`src/sv/rgpd_pkg.sv`:
```
// ----------------------------------------------------------------------------
// rgpd_pkg
// Shared types and constants of the rate group priority dispatcher.
// ----------------------------------------------------------------------------
`default_nettype none

package rgpd_pkg;

	localparam int NUM_PERIOD_REGS = 4;
	localparam int PERIOD_W        = 16;
	localparam int CFG_IDX_W       = 2;
	localparam int GRP_W           = 2;
	localparam int ID_W            = 8;
	localparam int PRIO_W          = 8;
	localparam int ENTRY_W         = ID_W + PRIO_W;

	localparam logic [PERIOD_W-1:0] PERIOD_RESET [NUM_PERIOD_REGS] =
		'{16'd1, 16'd5, 16'd10, 16'd100};

	localparam logic [CFG_IDX_W-1:0] REG_PERIOD_GROUP0 = 2'd0;
	localparam logic [CFG_IDX_W-1:0] REG_PERIOD_GROUP1 = 2'd1;
	localparam logic [CFG_IDX_W-1:0] REG_PERIOD_GROUP2 = 2'd2;
	localparam logic [CFG_IDX_W-1:0] REG_PERIOD_GROUP3 = 2'd3;

	localparam logic REQ_REGISTER  = 1'b0;
	localparam logic REQ_TICK      = 1'b1;
	localparam logic KIND_DISPATCH = 1'b0;
	localparam logic KIND_REJECT   = 1'b1;

	typedef enum logic [2:0] {
		ST_IDLE,
		ST_REG_CHK,
		ST_REG_STEP,
		ST_REG_CMP,
		ST_TICK_GRP,
		ST_TICK_JOB
	} state_t;

	typedef struct packed {
		logic load_req;
		logic tick_go;
		logic rd_en;
		logic disp;
		logic wr_en;
		logic wr_new;
		logic fill_inc;
		logic reject;
		logic last;
	} cmd_t;

	typedef struct packed {
		logic grp_ok;
		logic full;
		logic prio_ge;
	} sts_t;

endpackage

`default_nettype wire

```
`src/sv/rgpd_dp.sv`:
```
// ----------------------------------------------------------------------------
// rgpd_dp
// Datapath: period registers, tick counters, fill counts, job table memory
// and the result word register.
// ----------------------------------------------------------------------------
`default_nettype none

module rgpd_dp import rgpd_pkg::*; #(
	parameter int GROUPS         = 4,
	parameter int JOBS_PER_GROUP = 8,
	localparam int GW    = (GROUPS > 1) ? $clog2(GROUPS) : 1,
	localparam int SW    = (JOBS_PER_GROUP > 1) ? $clog2(JOBS_PER_GROUP) : 1,
	localparam int CW    = $clog2(JOBS_PER_GROUP + 1),
	localparam int DEPTH = GROUPS * JOBS_PER_GROUP,
	localparam int AW    = (DEPTH > 1) ? $clog2(DEPTH) : 1
) (
	input  wire                   clk,
	input  wire                   arst_n,
	input  wire                   cfg_we,
	input  wire  [CFG_IDX_W-1:0]  cfg_index,
	input  wire  [PERIOD_W-1:0]   cfg_wdata,
	input  wire  [GRP_W-1:0]      group,
	input  wire  [ID_W-1:0]       job_id,
	input  wire  [PRIO_W-1:0]     job_priority,
	input  wire  cmd_t            cmd,
	input  wire  [GW-1:0]         sel_grp,
	input  wire  [SW-1:0]         slot,
	output sts_t                  sts,
	output logic [CW-1:0]         fill_sel,
	output logic [GROUPS-1:0]     emit_mask,
	output logic [GW-1:0]         req_grp,
	output logic                  strobe,
	output logic                  kind,
	output logic [GRP_W-1:0]      out_group,
	output logic [ID_W-1:0]       out_job,
	output logic [PRIO_W-1:0]     out_priority,
	output logic                  last
);

	logic [PERIOD_W-1:0] period_q [NUM_PERIOD_REGS];
	logic [GRP_W-1:0]    req_grp_q;
	logic [ID_W-1:0]     req_id_q;
	logic [PRIO_W-1:0]   req_prio_q;
	logic [CW-1:0]       fill_q [GROUPS];
	logic [PERIOD_W-1:0] tick_q [GROUPS];
	logic [PERIOD_W-1:0] tick_nx [GROUPS];
	logic [GROUPS-1:0]   emit_q;
	logic [ENTRY_W-1:0]  mem_q [DEPTH];
	logic [ENTRY_W-1:0]  rd_q;
	logic [ENTRY_W-1:0]  wr_data;
	logic [AW-1:0]       addr;
	logic                disp_s1;
	logic                rej_s1;
	logic                last_s1;
	logic [GW-1:0]       grp_s1;

	always_ff @(posedge clk or negedge arst_n) begin
		if (!arst_n) begin
			for (int r = 0; r < NUM_PERIOD_REGS; r++) begin
				period_q[r] <= PERIOD_RESET[r];
			end
		end else if (cfg_we) begin
			unique case (cfg_index)
				REG_PERIOD_GROUP0: period_q[0] <= cfg_wdata;
				REG_PERIOD_GROUP1: period_q[1] <= cfg_wdata;
				REG_PERIOD_GROUP2: period_q[2] <= cfg_wdata;
				REG_PERIOD_GROUP3: period_q[3] <= cfg_wdata;
			endcase
		end
	end

	always_ff @(posedge clk) begin
		if (cmd.load_req) begin
			req_grp_q  <= group;
			req_id_q   <= job_id;
			req_prio_q <= job_priority;
		end
	end

	assign req_grp      = GW'(req_grp_q);
	assign fill_sel     = fill_q[sel_grp];
	assign emit_mask    = emit_q;
	assign sts.grp_ok   = 32'(req_grp_q) < GROUPS;
	assign sts.full     = fill_sel == CW'(JOBS_PER_GROUP);
	assign sts.prio_ge  = rd_q[PRIO_W-1:0] >= req_prio_q;

	for (genvar k = 0; k < GROUPS; k++) begin : g_tick
		logic [PERIOD_W-1:0] period_eff;
		logic [PERIOD_W:0]   tick_inc;
		if (k < NUM_PERIOD_REGS) begin : g_reg
			assign period_eff = (period_q[k] == '0) ? PERIOD_W'(1) : period_q[k];
		end else begin : g_fixed
			assign period_eff = PERIOD_W'(1);
		end
		assign tick_inc   = {1'b0, tick_q[k]} + (PERIOD_W+1)'(1);
		assign tick_nx[k] = (tick_inc >= {1'b0, period_eff}) ? '0 : tick_inc[PERIOD_W-1:0];
	end

	always_ff @(posedge clk or negedge arst_n) begin
		if (!arst_n) begin
			for (int k = 0; k < GROUPS; k++) begin
				fill_q[k] <= '0;
				tick_q[k] <= '0;
			end
			emit_q <= '0;
		end else begin
			for (int k = 0; k < GROUPS; k++) begin
				if (cmd.fill_inc && req_grp == GW'(k)) begin
					fill_q[k] <= fill_q[k] + CW'(1);
				end
				if (cmd.tick_go) begin
					tick_q[k] <= tick_nx[k];
					emit_q[k] <= (tick_q[k] == '0) && (fill_q[k] != '0);
				end
			end
		end
	end

	assign addr    = AW'(32'(sel_grp) * JOBS_PER_GROUP + 32'(slot));
	assign wr_data = cmd.wr_new ? {req_id_q, req_prio_q} : rd_q;

	always_ff @(posedge clk) begin
		if (cmd.wr_en) begin
			mem_q[addr] <= wr_data;
		end
		if (cmd.rd_en) begin
			rd_q <= mem_q[addr];
		end
	end

	always_ff @(posedge clk or negedge arst_n) begin
		if (!arst_n) begin
			disp_s1 <= 1'b0;
			rej_s1  <= 1'b0;
		end else begin
			disp_s1 <= cmd.disp;
			rej_s1  <= cmd.reject;
		end
	end

	always_ff @(posedge clk) begin
		last_s1 <= cmd.last;
		grp_s1  <= sel_grp;
	end

	assign strobe       = disp_s1 | rej_s1;
	assign kind         = rej_s1 ? KIND_REJECT : KIND_DISPATCH;
	assign out_group    = rej_s1 ? req_grp_q : GRP_W'(grp_s1);
	assign out_job      = rej_s1 ? req_id_q : rd_q[ENTRY_W-1:PRIO_W];
	assign out_priority = rej_s1 ? req_prio_q : rd_q[PRIO_W-1:0];
	assign last         = rej_s1 ? 1'b1 : last_s1;

endmodule

`default_nettype wire

```
`src/sv/rgpd_ctrl.sv`:
```
// ----------------------------------------------------------------------------
// rgpd_ctrl
// Controller: sequences sorted insertion of a job and the dispatch walk of
// released groups.
// ----------------------------------------------------------------------------
`default_nettype none

module rgpd_ctrl import rgpd_pkg::*; #(
	parameter int GROUPS         = 4,
	parameter int JOBS_PER_GROUP = 8,
	localparam int GW = (GROUPS > 1) ? $clog2(GROUPS) : 1,
	localparam int SW = (JOBS_PER_GROUP > 1) ? $clog2(JOBS_PER_GROUP) : 1,
	localparam int CW = $clog2(JOBS_PER_GROUP + 1)
) (
	input  wire                clk,
	input  wire                arst_n,
	input  wire                start,
	input  wire                req_type,
	output logic               busy,
	input  wire  sts_t         sts,
	input  wire  [CW-1:0]      fill_sel,
	input  wire  [GROUPS-1:0]  emit_mask,
	input  wire  [GW-1:0]      req_grp,
	output cmd_t               cmd,
	output logic [GW-1:0]      sel_grp,
	output logic [SW-1:0]      slot
);

	state_t        state_q, state_d;
	logic [GW-1:0] grp_q, grp_d;
	logic [SW-1:0] slot_q, slot_d;
	logic          more;
	logic          job_last;

	always_ff @(posedge clk or negedge arst_n) begin
		if (!arst_n) begin
			state_q <= ST_IDLE;
			grp_q   <= '0;
			slot_q  <= '0;
		end else begin
			state_q <= state_d;
			grp_q   <= grp_d;
			slot_q  <= slot_d;
		end
	end

	assign busy = state_q != ST_IDLE;

	always_comb begin
		more = 1'b0;
		for (int k = 0; k < GROUPS; k++) begin
			if (k > int'(grp_q) && emit_mask[k]) begin
				more = 1'b1;
			end
		end
	end

	assign job_last = (CW'(slot_q) + CW'(1)) == fill_sel;

	always_comb begin
		state_d = state_q;
		grp_d   = grp_q;
		slot_d  = slot_q;
		cmd     = '0;
		sel_grp = grp_q;
		slot    = slot_q;
		unique case (state_q)
			ST_IDLE: begin
				if (start) begin
					cmd.load_req = 1'b1;
					if (req_type == REQ_TICK) begin
						cmd.tick_go = 1'b1;
						grp_d       = '0;
						state_d     = ST_TICK_GRP;
					end else begin
						state_d = ST_REG_CHK;
					end
				end
			end
			ST_REG_CHK: begin
				sel_grp = req_grp;
				if (!sts.grp_ok) begin
					state_d = ST_IDLE;
				end else if (sts.full) begin
					cmd.reject = 1'b1;
					state_d    = ST_IDLE;
				end else begin
					slot_d  = SW'(fill_sel);
					state_d = ST_REG_STEP;
				end
			end
			ST_REG_STEP: begin
				sel_grp = req_grp;
				if (slot_q == '0) begin
					cmd.wr_en    = 1'b1;
					cmd.wr_new   = 1'b1;
					cmd.fill_inc = 1'b1;
					state_d      = ST_IDLE;
				end else begin
					cmd.rd_en = 1'b1;
					slot      = slot_q - SW'(1);
					state_d   = ST_REG_CMP;
				end
			end
			ST_REG_CMP: begin
				sel_grp   = req_grp;
				cmd.wr_en = 1'b1;
				if (sts.prio_ge) begin
					cmd.wr_new   = 1'b1;
					cmd.fill_inc = 1'b1;
					state_d      = ST_IDLE;
				end else begin
					slot_d  = slot_q - SW'(1);
					state_d = ST_REG_STEP;
				end
			end
			ST_TICK_GRP: begin
				if (emit_mask[grp_q]) begin
					slot_d  = '0;
					state_d = ST_TICK_JOB;
				end else if (grp_q == GW'(GROUPS - 1)) begin
					state_d = ST_IDLE;
				end else begin
					grp_d = grp_q + GW'(1);
				end
			end
			ST_TICK_JOB: begin
				cmd.rd_en = 1'b1;
				cmd.disp  = 1'b1;
				cmd.last  = job_last & ~more;
				if (job_last) begin
					if (more) begin
						grp_d   = grp_q + GW'(1);
						state_d = ST_TICK_GRP;
					end else begin
						state_d = ST_IDLE;
					end
				end else begin
					slot_d = slot_q + SW'(1);
				end
			end
			default: begin
				state_d = ST_IDLE;
			end
		endcase
	end

endmodule

`default_nettype wire

```
`src/sv/rate_group_priority_dispatcher.sv`:
```
// ----------------------------------------------------------------------------
// rate_group_priority_dispatcher
// Rate group job tables with priority order and per-tick release dispatch.
// ----------------------------------------------------------------------------
// Usage: drive req_type, group, job_id and job_priority with start; the word
// is taken at a clock edge where start is high and busy is low. busy stays
// high while the word is processed.
// Register word: the job is inserted into its group's table by a walk from
// the tail that reads each entry of lower priority and rewrites it one slot
// up, then writes the job into the freed slot.
// A full table gives one reject word, registered from the check state.
// A group index at or above GROUPS is dropped without a result.
// Tick word: every tick counter advances at the accept edge. Released groups
// are then walked in index order, group by group and job by job; results
// appear one per cycle within a group from the table memory's single read
// port, each in the cycle after its read, and the final word of an item has
// last set. Results are shown for one cycle with strobe; the receiver cannot
// stall. Period registers are written through cfg_we/cfg_index/cfg_wdata
// only while idle, a rule for the user that the block leaves unchecked.
// Reset clears counters and fill counts and loads periods 1, 5, 10 and 100;
// the table memory is not cleared, unfilled slots are never read.
// ----------------------------------------------------------------------------
`default_nettype none

module rate_group_priority_dispatcher import rgpd_pkg::*; #(
	parameter int GROUPS         = 4,
	parameter int JOBS_PER_GROUP = 8
) (
	input  wire                   clk,
	input  wire                   arst_n,
	input  wire                   start,
	output logic                  busy,
	input  wire                   req_type,
	input  wire  [GRP_W-1:0]      group,
	input  wire  [ID_W-1:0]       job_id,
	input  wire  [PRIO_W-1:0]     job_priority,
	input  wire                   cfg_we,
	input  wire  [CFG_IDX_W-1:0]  cfg_index,
	input  wire  [PERIOD_W-1:0]   cfg_wdata,
	output logic                  strobe,
	output logic                  kind,
	output logic [GRP_W-1:0]      out_group,
	output logic [ID_W-1:0]       out_job,
	output logic [PRIO_W-1:0]     out_priority,
	output logic                  last
);

	localparam int GW = (GROUPS > 1) ? $clog2(GROUPS) : 1;
	localparam int SW = (JOBS_PER_GROUP > 1) ? $clog2(JOBS_PER_GROUP) : 1;
	localparam int CW = $clog2(JOBS_PER_GROUP + 1);

	cmd_t              cmd;
	sts_t              sts;
	logic [CW-1:0]     fill_sel;
	logic [GROUPS-1:0] emit_mask;
	logic [GW-1:0]     req_grp;
	logic [GW-1:0]     sel_grp;
	logic [SW-1:0]     slot;

	rgpd_ctrl #(
		.GROUPS         (GROUPS),
		.JOBS_PER_GROUP (JOBS_PER_GROUP)
	) u_ctrl (
		.clk       (clk),
		.arst_n    (arst_n),
		.start     (start),
		.req_type  (req_type),
		.busy      (busy),
		.sts       (sts),
		.fill_sel  (fill_sel),
		.emit_mask (emit_mask),
		.req_grp   (req_grp),
		.cmd       (cmd),
		.sel_grp   (sel_grp),
		.slot      (slot)
	);

	rgpd_dp #(
		.GROUPS         (GROUPS),
		.JOBS_PER_GROUP (JOBS_PER_GROUP)
	) u_dp (
		.clk          (clk),
		.arst_n       (arst_n),
		.cfg_we       (cfg_we),
		.cfg_index    (cfg_index),
		.cfg_wdata    (cfg_wdata),
		.group        (group),
		.job_id       (job_id),
		.job_priority (job_priority),
		.cmd          (cmd),
		.sel_grp      (sel_grp),
		.slot         (slot),
		.sts          (sts),
		.fill_sel     (fill_sel),
		.emit_mask    (emit_mask),
		.req_grp      (req_grp),
		.strobe       (strobe),
		.kind         (kind),
		.out_group    (out_group),
		.out_job      (out_job),
		.out_priority (out_priority),
		.last         (last)
	);

endmodule

`default_nettype wire

```
`config.mk`:
```
export PLATFORM = sky130hd
export DESIGN_NAME = rate_group_priority_dispatcher
export DESIGN_NICKNAME = d
export VERILOG_FILES = /design/src/sv/rgpd_pkg.sv /design/src/sv/rgpd_dp.sv /design/src/sv/rgpd_ctrl.sv /design/src/sv/rate_group_priority_dispatcher.sv
export SDC_FILE = /design/constraint.sdc
export NUM_CORES = 1
export LEC_CHECK = 0
export ABC_AREA = 1
export BUFFER_PORTS_ARGS = -buffer_cell sky130_fd_sc_hd__buf_2
export CAP_MARGIN = 20
export CELL_PAD_IN_SITES_DETAIL_PLACEMENT = 0
export CELL_PAD_IN_SITES_GLOBAL_PLACEMENT = 1
export CORE_MARGIN = 1
export CORE_UTILIZATION = 51
export CTS_BUF_LIST = sky130_fd_sc_hd__clkbuf_16
export DETAILED_ROUTE_END_ITERATION = 16
export PLACE_DENSITY = 0.85
export SYNTH_ARGS = -nofsm -noshare
export SYNTH_HDL_FRONTEND = slang
export SYNTH_SLANG_ARGS = --single-unit
```
`constraint.sdc`:
```
create_clock -name clk -period 4.7 [get_ports clk]
set_input_delay 0.47 -clock clk [delete_from_list [all_inputs] [get_ports clk]]
set_output_delay 0.47 -clock clk [all_outputs]
set_load 0.02 [all_outputs]
```
### After elaboration in Yosys (flattened, before gate mapping)

Memories as Yosys holds them, arrays and structs flattened. A register that Yosys moved wholly into a read port is not among the register bits.
Cells that the tools add are included.

| cells by class | value |
|---|---|
| $add $sub $neg | 13 |
| order comparisons | 10 |
| equal/unequal tests | 25 |
| mux-type cells | 60 |
| bitwise logic cells | 4 |
| reductions and logical operators | 38 |

Operator list:

| kind | number |
|---|---|
| 16-bit two-way mux | 9 |
| 16-bit logical NOT | 8 |
| 16-bit by 1-bit adder with 17-bit output, second input constant | 4 |
| 17-bit by 16-bit >= comparator with 1-bit output | 4 |
| 3-bit two-way mux | 13 |
| 2-bit two-way mux | 14 |
| 4-bit nonzero test | 5 |
| 3-bit case mux with 6 select lines | 1 |
| 4-bit by 1-bit adder with 4-bit output, second input constant | 4 |
| 8-bit two-way mux | 2 |
| 2-bit inequality test, second input constant | 7 |
| 1-bit two-way mux | 13 |
| 3-bit case mux with 4 select lines | 1 |
| 1-bit logical AND | 11 |
| 2-bit equality test, second input constant | 5 |
| 4-bit binary-select mux with 2-bit select | 1 |
| 8-bit >= comparator | 1 |
| 4-bit two-way mux | 2 |
| 2-bit AND reduction | 4 |
| 7-bit AND reduction | 1 |
| 3-bit by 2-bit equality test with 1-bit output, second input constant | 2 |
| 3-bit equality test, second input constant | 2 |
| 3-bit logical NOT | 2 |
| 2-bit by 1-bit inequality test with 1-bit output, second input constant | 3 |
| other kinds (27) | 31 |

| storage, ports and cells | value |
|---|---|
| register bits | 179 |
| memory bits (writable) | 512 |
| output and inout bits | 22 |
| logic and storage cells | 174 |
| memories | 1 |

Memory list:

| name | words | bits a word | rd ports | clocked after memory_dff | write ports | RTL line | RTL |
|---|---|---|---|---|---|---|---|
| u_dp.mem_q | 32 | 16 | 1 | 1 | 1 | rgpd_dp.sv:48 | `logic [ENTRY_W-1:0] mem_q [DEPTH];` |

### Depth between registers and ports, before layout

| depth | value |
|---|---|
| depth in word-level cells | 10 |
| depth in mapped cells | 19 |
| depth with buffers taken out | 18 |

### Cells and area by module

A second synthesis with hierarchy kept.

| unflattened totals | value |
|---|---|
| cells, all modules | 2,999 |
| area total of the unflattened synthesis | 32,024.5 µm² |

Modules (own cells, without submodules):

| module | instances | cells an instance | area an instance (µm²) | seq. area each (µm²) |
|---|---|---|---|---|
| rgpd_dp | 1 | 2,836 | 31,088.6 | 20,219.4 |
| rgpd_ctrl | 1 | 163 | 935.9 | 200.2 |

### Worst setup path after synthesis

No wires, ideal clock.

| timing | value |
|---|---|
| path type | register to register |
| from | reg u_dp.rd_q[3] (read register of u_dp.mem_q) |
| to | mem u_dp.mem_q[0][15] (netlist name), data pin |
| setup time | 0.454 ns |
| arrival time | 2.838 ns |
| data required time | 4.246 ns |
| path slack | 1.408 ns |
| cell stages (with the launch flop) | 11 |
| clock period less this slack | 3.292 ns |
| cells stage by stage | edfxtp_1 -> ha_1 -> a21oi_1 -> o21ai_0 -> nand2_1 -> o2111ai_1 -> nand2_1 -> nand2_1 -> buf_2 -> buf_2 -> o21ai_0 |

| on the way | value |
|---|---|
| longest elaborated chain between the ends | 4 |

Ends and longest elaborated chain:

| element | RTL line | RTL |
|---|---|---|
| start, declared | rgpd_dp.sv:49 | `logic [ENTRY_W-1:0] rd_q;` |
| 8-bit >= comparator | rgpd_dp.sv:85 | `assign sts.prio_ge = rd_q[PRIO_W-1:0] >= req_prio_q;` |
| 2-bit two-way mux | rgpd_ctrl.sv:108 | `if (sts.prio_ge) begin` |
| 3-bit case mux with 2 select lines | rgpd_ctrl.sv:67 | `unique case (state_q)` |
| 16-bit two-way mux | rgpd_dp.sv:120 | `assign wr_data = cmd.wr_new ? {req_id_q, req_prio_q} : rd_q;` |
| via u_dp.wr_data[15] | rgpd_dp.sv:50 | `logic [ENTRY_W-1:0] wr_data;` |
| end, declared | rgpd_dp.sv:48 |  |

The timed path passes the listed nets, and every way through them passes these cells.

### Final worst setup path

| timing | value |
|---|---|
| from | reg u_ctrl.slot_q[0] |
| to | reg u_dp.rd_q[4] (read register of u_dp.mem_q), data pin |

| on the way | value |
|---|---|
| longest elaborated chain between the ends | 4 |
| elaborated cells on any way between the ends | 7 |

Ends and longest elaborated chain:

| element | RTL line | RTL |
|---|---|---|
| start, declared | rgpd_ctrl.sv:31 | `logic [SW-1:0] slot_q, slot_d;` |
| start signal, assigned | rgpd_ctrl.sv:43 | `slot_q <= slot_d;` |
| 3-bit by 1-bit subtractor with 3-bit output / 3-bit logical NOT (equally long branches) | rgpd_ctrl.sv:101, rgpd_ctrl.sv:94 |  |
| 3-bit two-way mux | rgpd_ctrl.sv:94 | `if (slot_q == '0) begin` |
| 3-bit two-way mux | rgpd_ctrl.sv:67 |  |
| 5-bit by 3-bit adder with 5-bit output | rgpd_dp.sv:119 | `assign addr = AW'(32'(sel_grp) * JOBS_PER_GROUP + 32'(slot));` |

Several ways; a longest one is shown, not always the timed one.
A chain may end at the register's enable or synchronous reset.

==> out/qor.csv <==
stage;metric;value;unit
status;status;finished clean;
floorplan;start_util;51.56;%
yosys;syn_nets;3060;
sta;fin_skew;27.34;ps
cells_and_area;drive_gt1_share;10.23;%
power;irDropWorstVdd;0.3145;mV
yosys;synthMuxAreaShare;0;%
worst_setup_path;r2r-start;u_ctrl.slot_q[0];
global_route;grt_pass1_wl;124000;um
detailed_routing;firstDrtPassIters;6;
run;cap_violations;0;
power;power;0.01296;W
yosys;ys_warn_count;0;
clock_tree;htree_levels;3;
sta;worst_slack;1191;ps
global_route;grt_max_degree;129;
floorplan;die_x;251.6;um
yosys;synthArstFlopShare;22.35;%
yosys;synth_xor_area_share;1.434;%
detailed_routing;drtIter0Drc;2530;
yosys;yosysUniqueCellTypes;51;
yosys;synthAdderAreaFrac;3.703;%
yosys;synthCells;2925;
cells_and_area;fin_nets;3181;
worst_setup_path;end_kind;flip-flop;
worst_setup_path;r2r_setup_slack;1190;ps
worst_setup_path;ff2ff_path_depth;15;
place;preCtsSetupSlack;1262;ps
clock_tree;root_buffer;clkbuf_16;
global_route;antenna_found_initial;6;
global_route;track_usage;25.75;%
floorplan;dieArea;63280;um2
worst_setup_path;worst-setup-path-type;reg2reg;
place;dp_hpwl;51680;um
yosys;synth_edf_count;546;
clock_tree;cts_made_buffers;75;
yosys;yosys_register_bits;707;
worst_setup_path;worstPathArrival;3850;ps
sta;fin_crit_sh;74.65;%
clock_tree;cts_tree;yes;
global_route;grt_pass1_vias;21730;
detailed_routing;ant_nets;0;
worst_setup_path;required;5040;ps
yosys;synth-compound-area-share;9.238;%
sta;setup_viol;0;
yosys;synth-seq-area-share;64.29;%
floorplan;fp.coreArea;61600;um2
global_route;grt-ovfl-total;0;
sta;slew_headroom;21.54;%
detailed_routing;wire_per_inst;20.64;um
sta;hold_viol_final;0;
worst_setup_path;crit_path_start;u_ctrl.slot_q[0];
sta;tns;0;ps
worst_setup_path;crit_path_start_kind;flip-flop;
sta;worst_pin_slew;1177;ps
sta;grt_setup_unrepaired;no;
clock_tree;cts_sinks;707;
cells_and_area;area_growth;13.13;%
place;place_congestion;0.9075;
detailed_routing;vias_per_cell;5.673;
clock_tree;post_cts_resized;0;
yosys;synth_flop_cell;edfxtp_1;
floorplan;die_h;251.6;um
worst_setup_path;crit_end;u_dp.rd_q[4];
worst_hold_path;hold_class;in2reg;
power;leakagePower;12.81;nW
detailed_routing;drcViolationCount;0;
worst_setup_path;r2r-end;u_dp.rd_q[4];
detailed_routing;wl;81470;um
yosys;synth.avg_cell_area;10.86;um2
sta;period_needed;3509;ps
floorplan;rows;91;
cells_and_area;post-route-util;58.34;%
worst_setup_path;cp_max_fo;128;
yosys;netlist_area;31760;um2
yosys;synth_top_family_by_area;simple AND/OR/NAND/NOR gates;
clock_tree;cts.path.max_buffers;3;
power;p_per_area;360.6;nW/um2
place;io_buffers;62;
clock_tree;clk_latency;630;ps
sta;finalMaxSlewViolations;0;
clock_tree;clk_pin_slew_worst_paths;60;ps
sta;fmax;285.0;MHz
yosys;yosys.area_share.simple;16.39;%
floorplan;io_pins;63;
detailed_routing;vias;22390;
cells in the mapped netlist, drive strengths merged (3+ instances only):
cell type / instances / area share [%]
o21ai: 157 / 2.5
ha: 94 / 3.7
a211oi: 6 / 0.14
o211ai: 6 / 0.14
nand3: 69 / 1.2
nor2: 185 / 2.4
xnor2: 7 / 0.19
edfxtp: 546 / 52
nand2: 820 / 9.7
inv: 274 / 3.2
nor4: 28 / 0.57
nand4: 87 / 1.7
dfxtp: 3 / 0.19
clkbuf: 25 / 0.30
or2: 5 / 0.098
xor2: 45 / 1.2
nor3: 37 / 0.65
dfrtp: 150 / 12
a21oi: 43 / 0.68
a22oi: 225 / 5.3
dfstp: 8 / 0.66
o21bai: 3 / 0.071
buf: 83 / 1.4
a41o: 4 / 0.13
layout make-up:
cell class | instances | area [um2]
inverters | 275 | 1032
clock buffers | 76 | 1902
clock inverters | 62 | 494.2
multi-input cells | 1835 | 9871
diodes | 2 | 5.005
well taps | 837 | 1047
repair buffers | 152 | 1162
fillers | 4953 | 25660
flip-flops and latches | 707 | 20420
critical path, cell delays in order, from the launching register on:
cell and delay, ps:
dfrtp_1 450, inv_1 150, ha_1 230, nand2_1 100, inv_2 70, nor2_8 160, nand2_1 60, o21ai_1 240
nor2_4 70, buf_12 220, a22oi_1 340, nand2_1 80, nand2_1 60, nand2_1 100, nor2_1 450, nand2_1 180
stage by stage:
step,instances,cell area (um2),hold slack (ps)
floorplan,2925,31760,174.4
global placement,3788,33300,472.5
detailed placement,3792,33370,474.6
CTS,3943,35900,0.9874
global route,3945,35930,4.774
finish,3946,35930,20.15
sequential cells by signal, indices dropped and copies added (netlist names), 2 cells and up:
name,flops
u_dp.req_prio_q,8
u_dp.emit_mask,4
u_dp.rd_q,16
u_dp.req_id_q,8
u_ctrl.state_q,3
u_dp.tick_q,64
u_dp.fill_q,16
u_ctrl.slot_q,3
u_ctrl.grp_q,2
u_dp.period_q,64
u_dp.mem_q,512
u_dp.req_grp,2
u_dp.grp_s1,2
repair_timing:
item / CTS / global route
hold buffers: 13 / 0
endpoints found under the hold margin: 24 / 0
setup endpoints to repair: 0 / 0
buffers inserted: 0 / 0
layer usage:
metal	routed length (um)	vias to the layer above	share of wire [%]	track usage, %
li1	-	10460	-	-
met1	32220	10870	40	33.08
met2	39120	877	48	42.30
met3	6224	182	7.6	4.343
met4	3891	2	4.8	12.93
met5	10	-	0.012	0
placed cells by master (no fill, tap or decap), types with 5 or more instances in the layout:
cell type / netlist / final
xor2_1: 45 / 45
clkinv_1: 1 / 12
xnor2_1: 7 / 7
nand4_1: 87 / 87
nand2_1: 817 / 816
ha_1: 94 / 94
buf_4: 12 / 66
buf_2: 65 / 61
buf_12: 0 / 6
nor4_1: 27 / 27
nor2_2: 10 / 11
clkinv_2: 0 / 19
o21ai_0: 151 / 135
inv_1: 268 / 287
a211oi_1: 6 / 6
nor2_4: 2 / 6
inv_2: 6 / 6
edfxtp_1: 546 / 546
nor3_1: 34 / 34
a21oi_1: 43 / 43
dfstp_2: 8 / 8
o211ai_1: 6 / 6
a22oi_1: 225 / 225
nor2_1: 172 / 167
or2_2: 5 / 5
bufinv_16: 0 / 5
dfrtp_1: 150 / 150
dlygate4sd3_1: 0 / 13
clkbuf_16: 0 / 76
o21ai_2: 4 / 20
nand3_1: 65 / 65
cell families after synthesis:
logic type | after synthesis
adder cells (fa/ha/maj) | 94
buffers and inverters | 383
AO/OA/AOI/OAI | 454
XOR/XNOR | 52
flip-flops | 707
AND/OR/NAND/NOR | 1235
how the worst min path moves through the flow:
| stage | cells past startpoint | end | from | slack (ps) |
|---|---|---|---|---|
| after floorplan | 0 | u_ctrl.grp_q[0] | arst_n | 170 |
| after global placement | 2 | u_dp.period_q[36] | u_dp.period_q[36] | 470 |
| after detailed placement | 2 | u_dp.period_q[39] | u_dp.period_q[39] | 470 |
| after CTS | 1 | u_dp.req_prio_q[7] | job_priority[7] | 1 |
| after global routing | 1 | u_dp.req_prio_q[3] | job_priority[3] | 5 |
| final | 1 | u_dp.req_prio_q[3] | job_priority[3] | 20 |
power by group:
| group | switching, W | leakage [nW] | internal [W] |
|---|---|---|---|
| clock network | 0.00247 | 1.26 | 0.00326 |
| logic | 0.000241 | 6.33 | 0.000150 |
| registers | 0.0000765 | 5.23 | 0.00676 |
(Power assumes the default switching activity.)
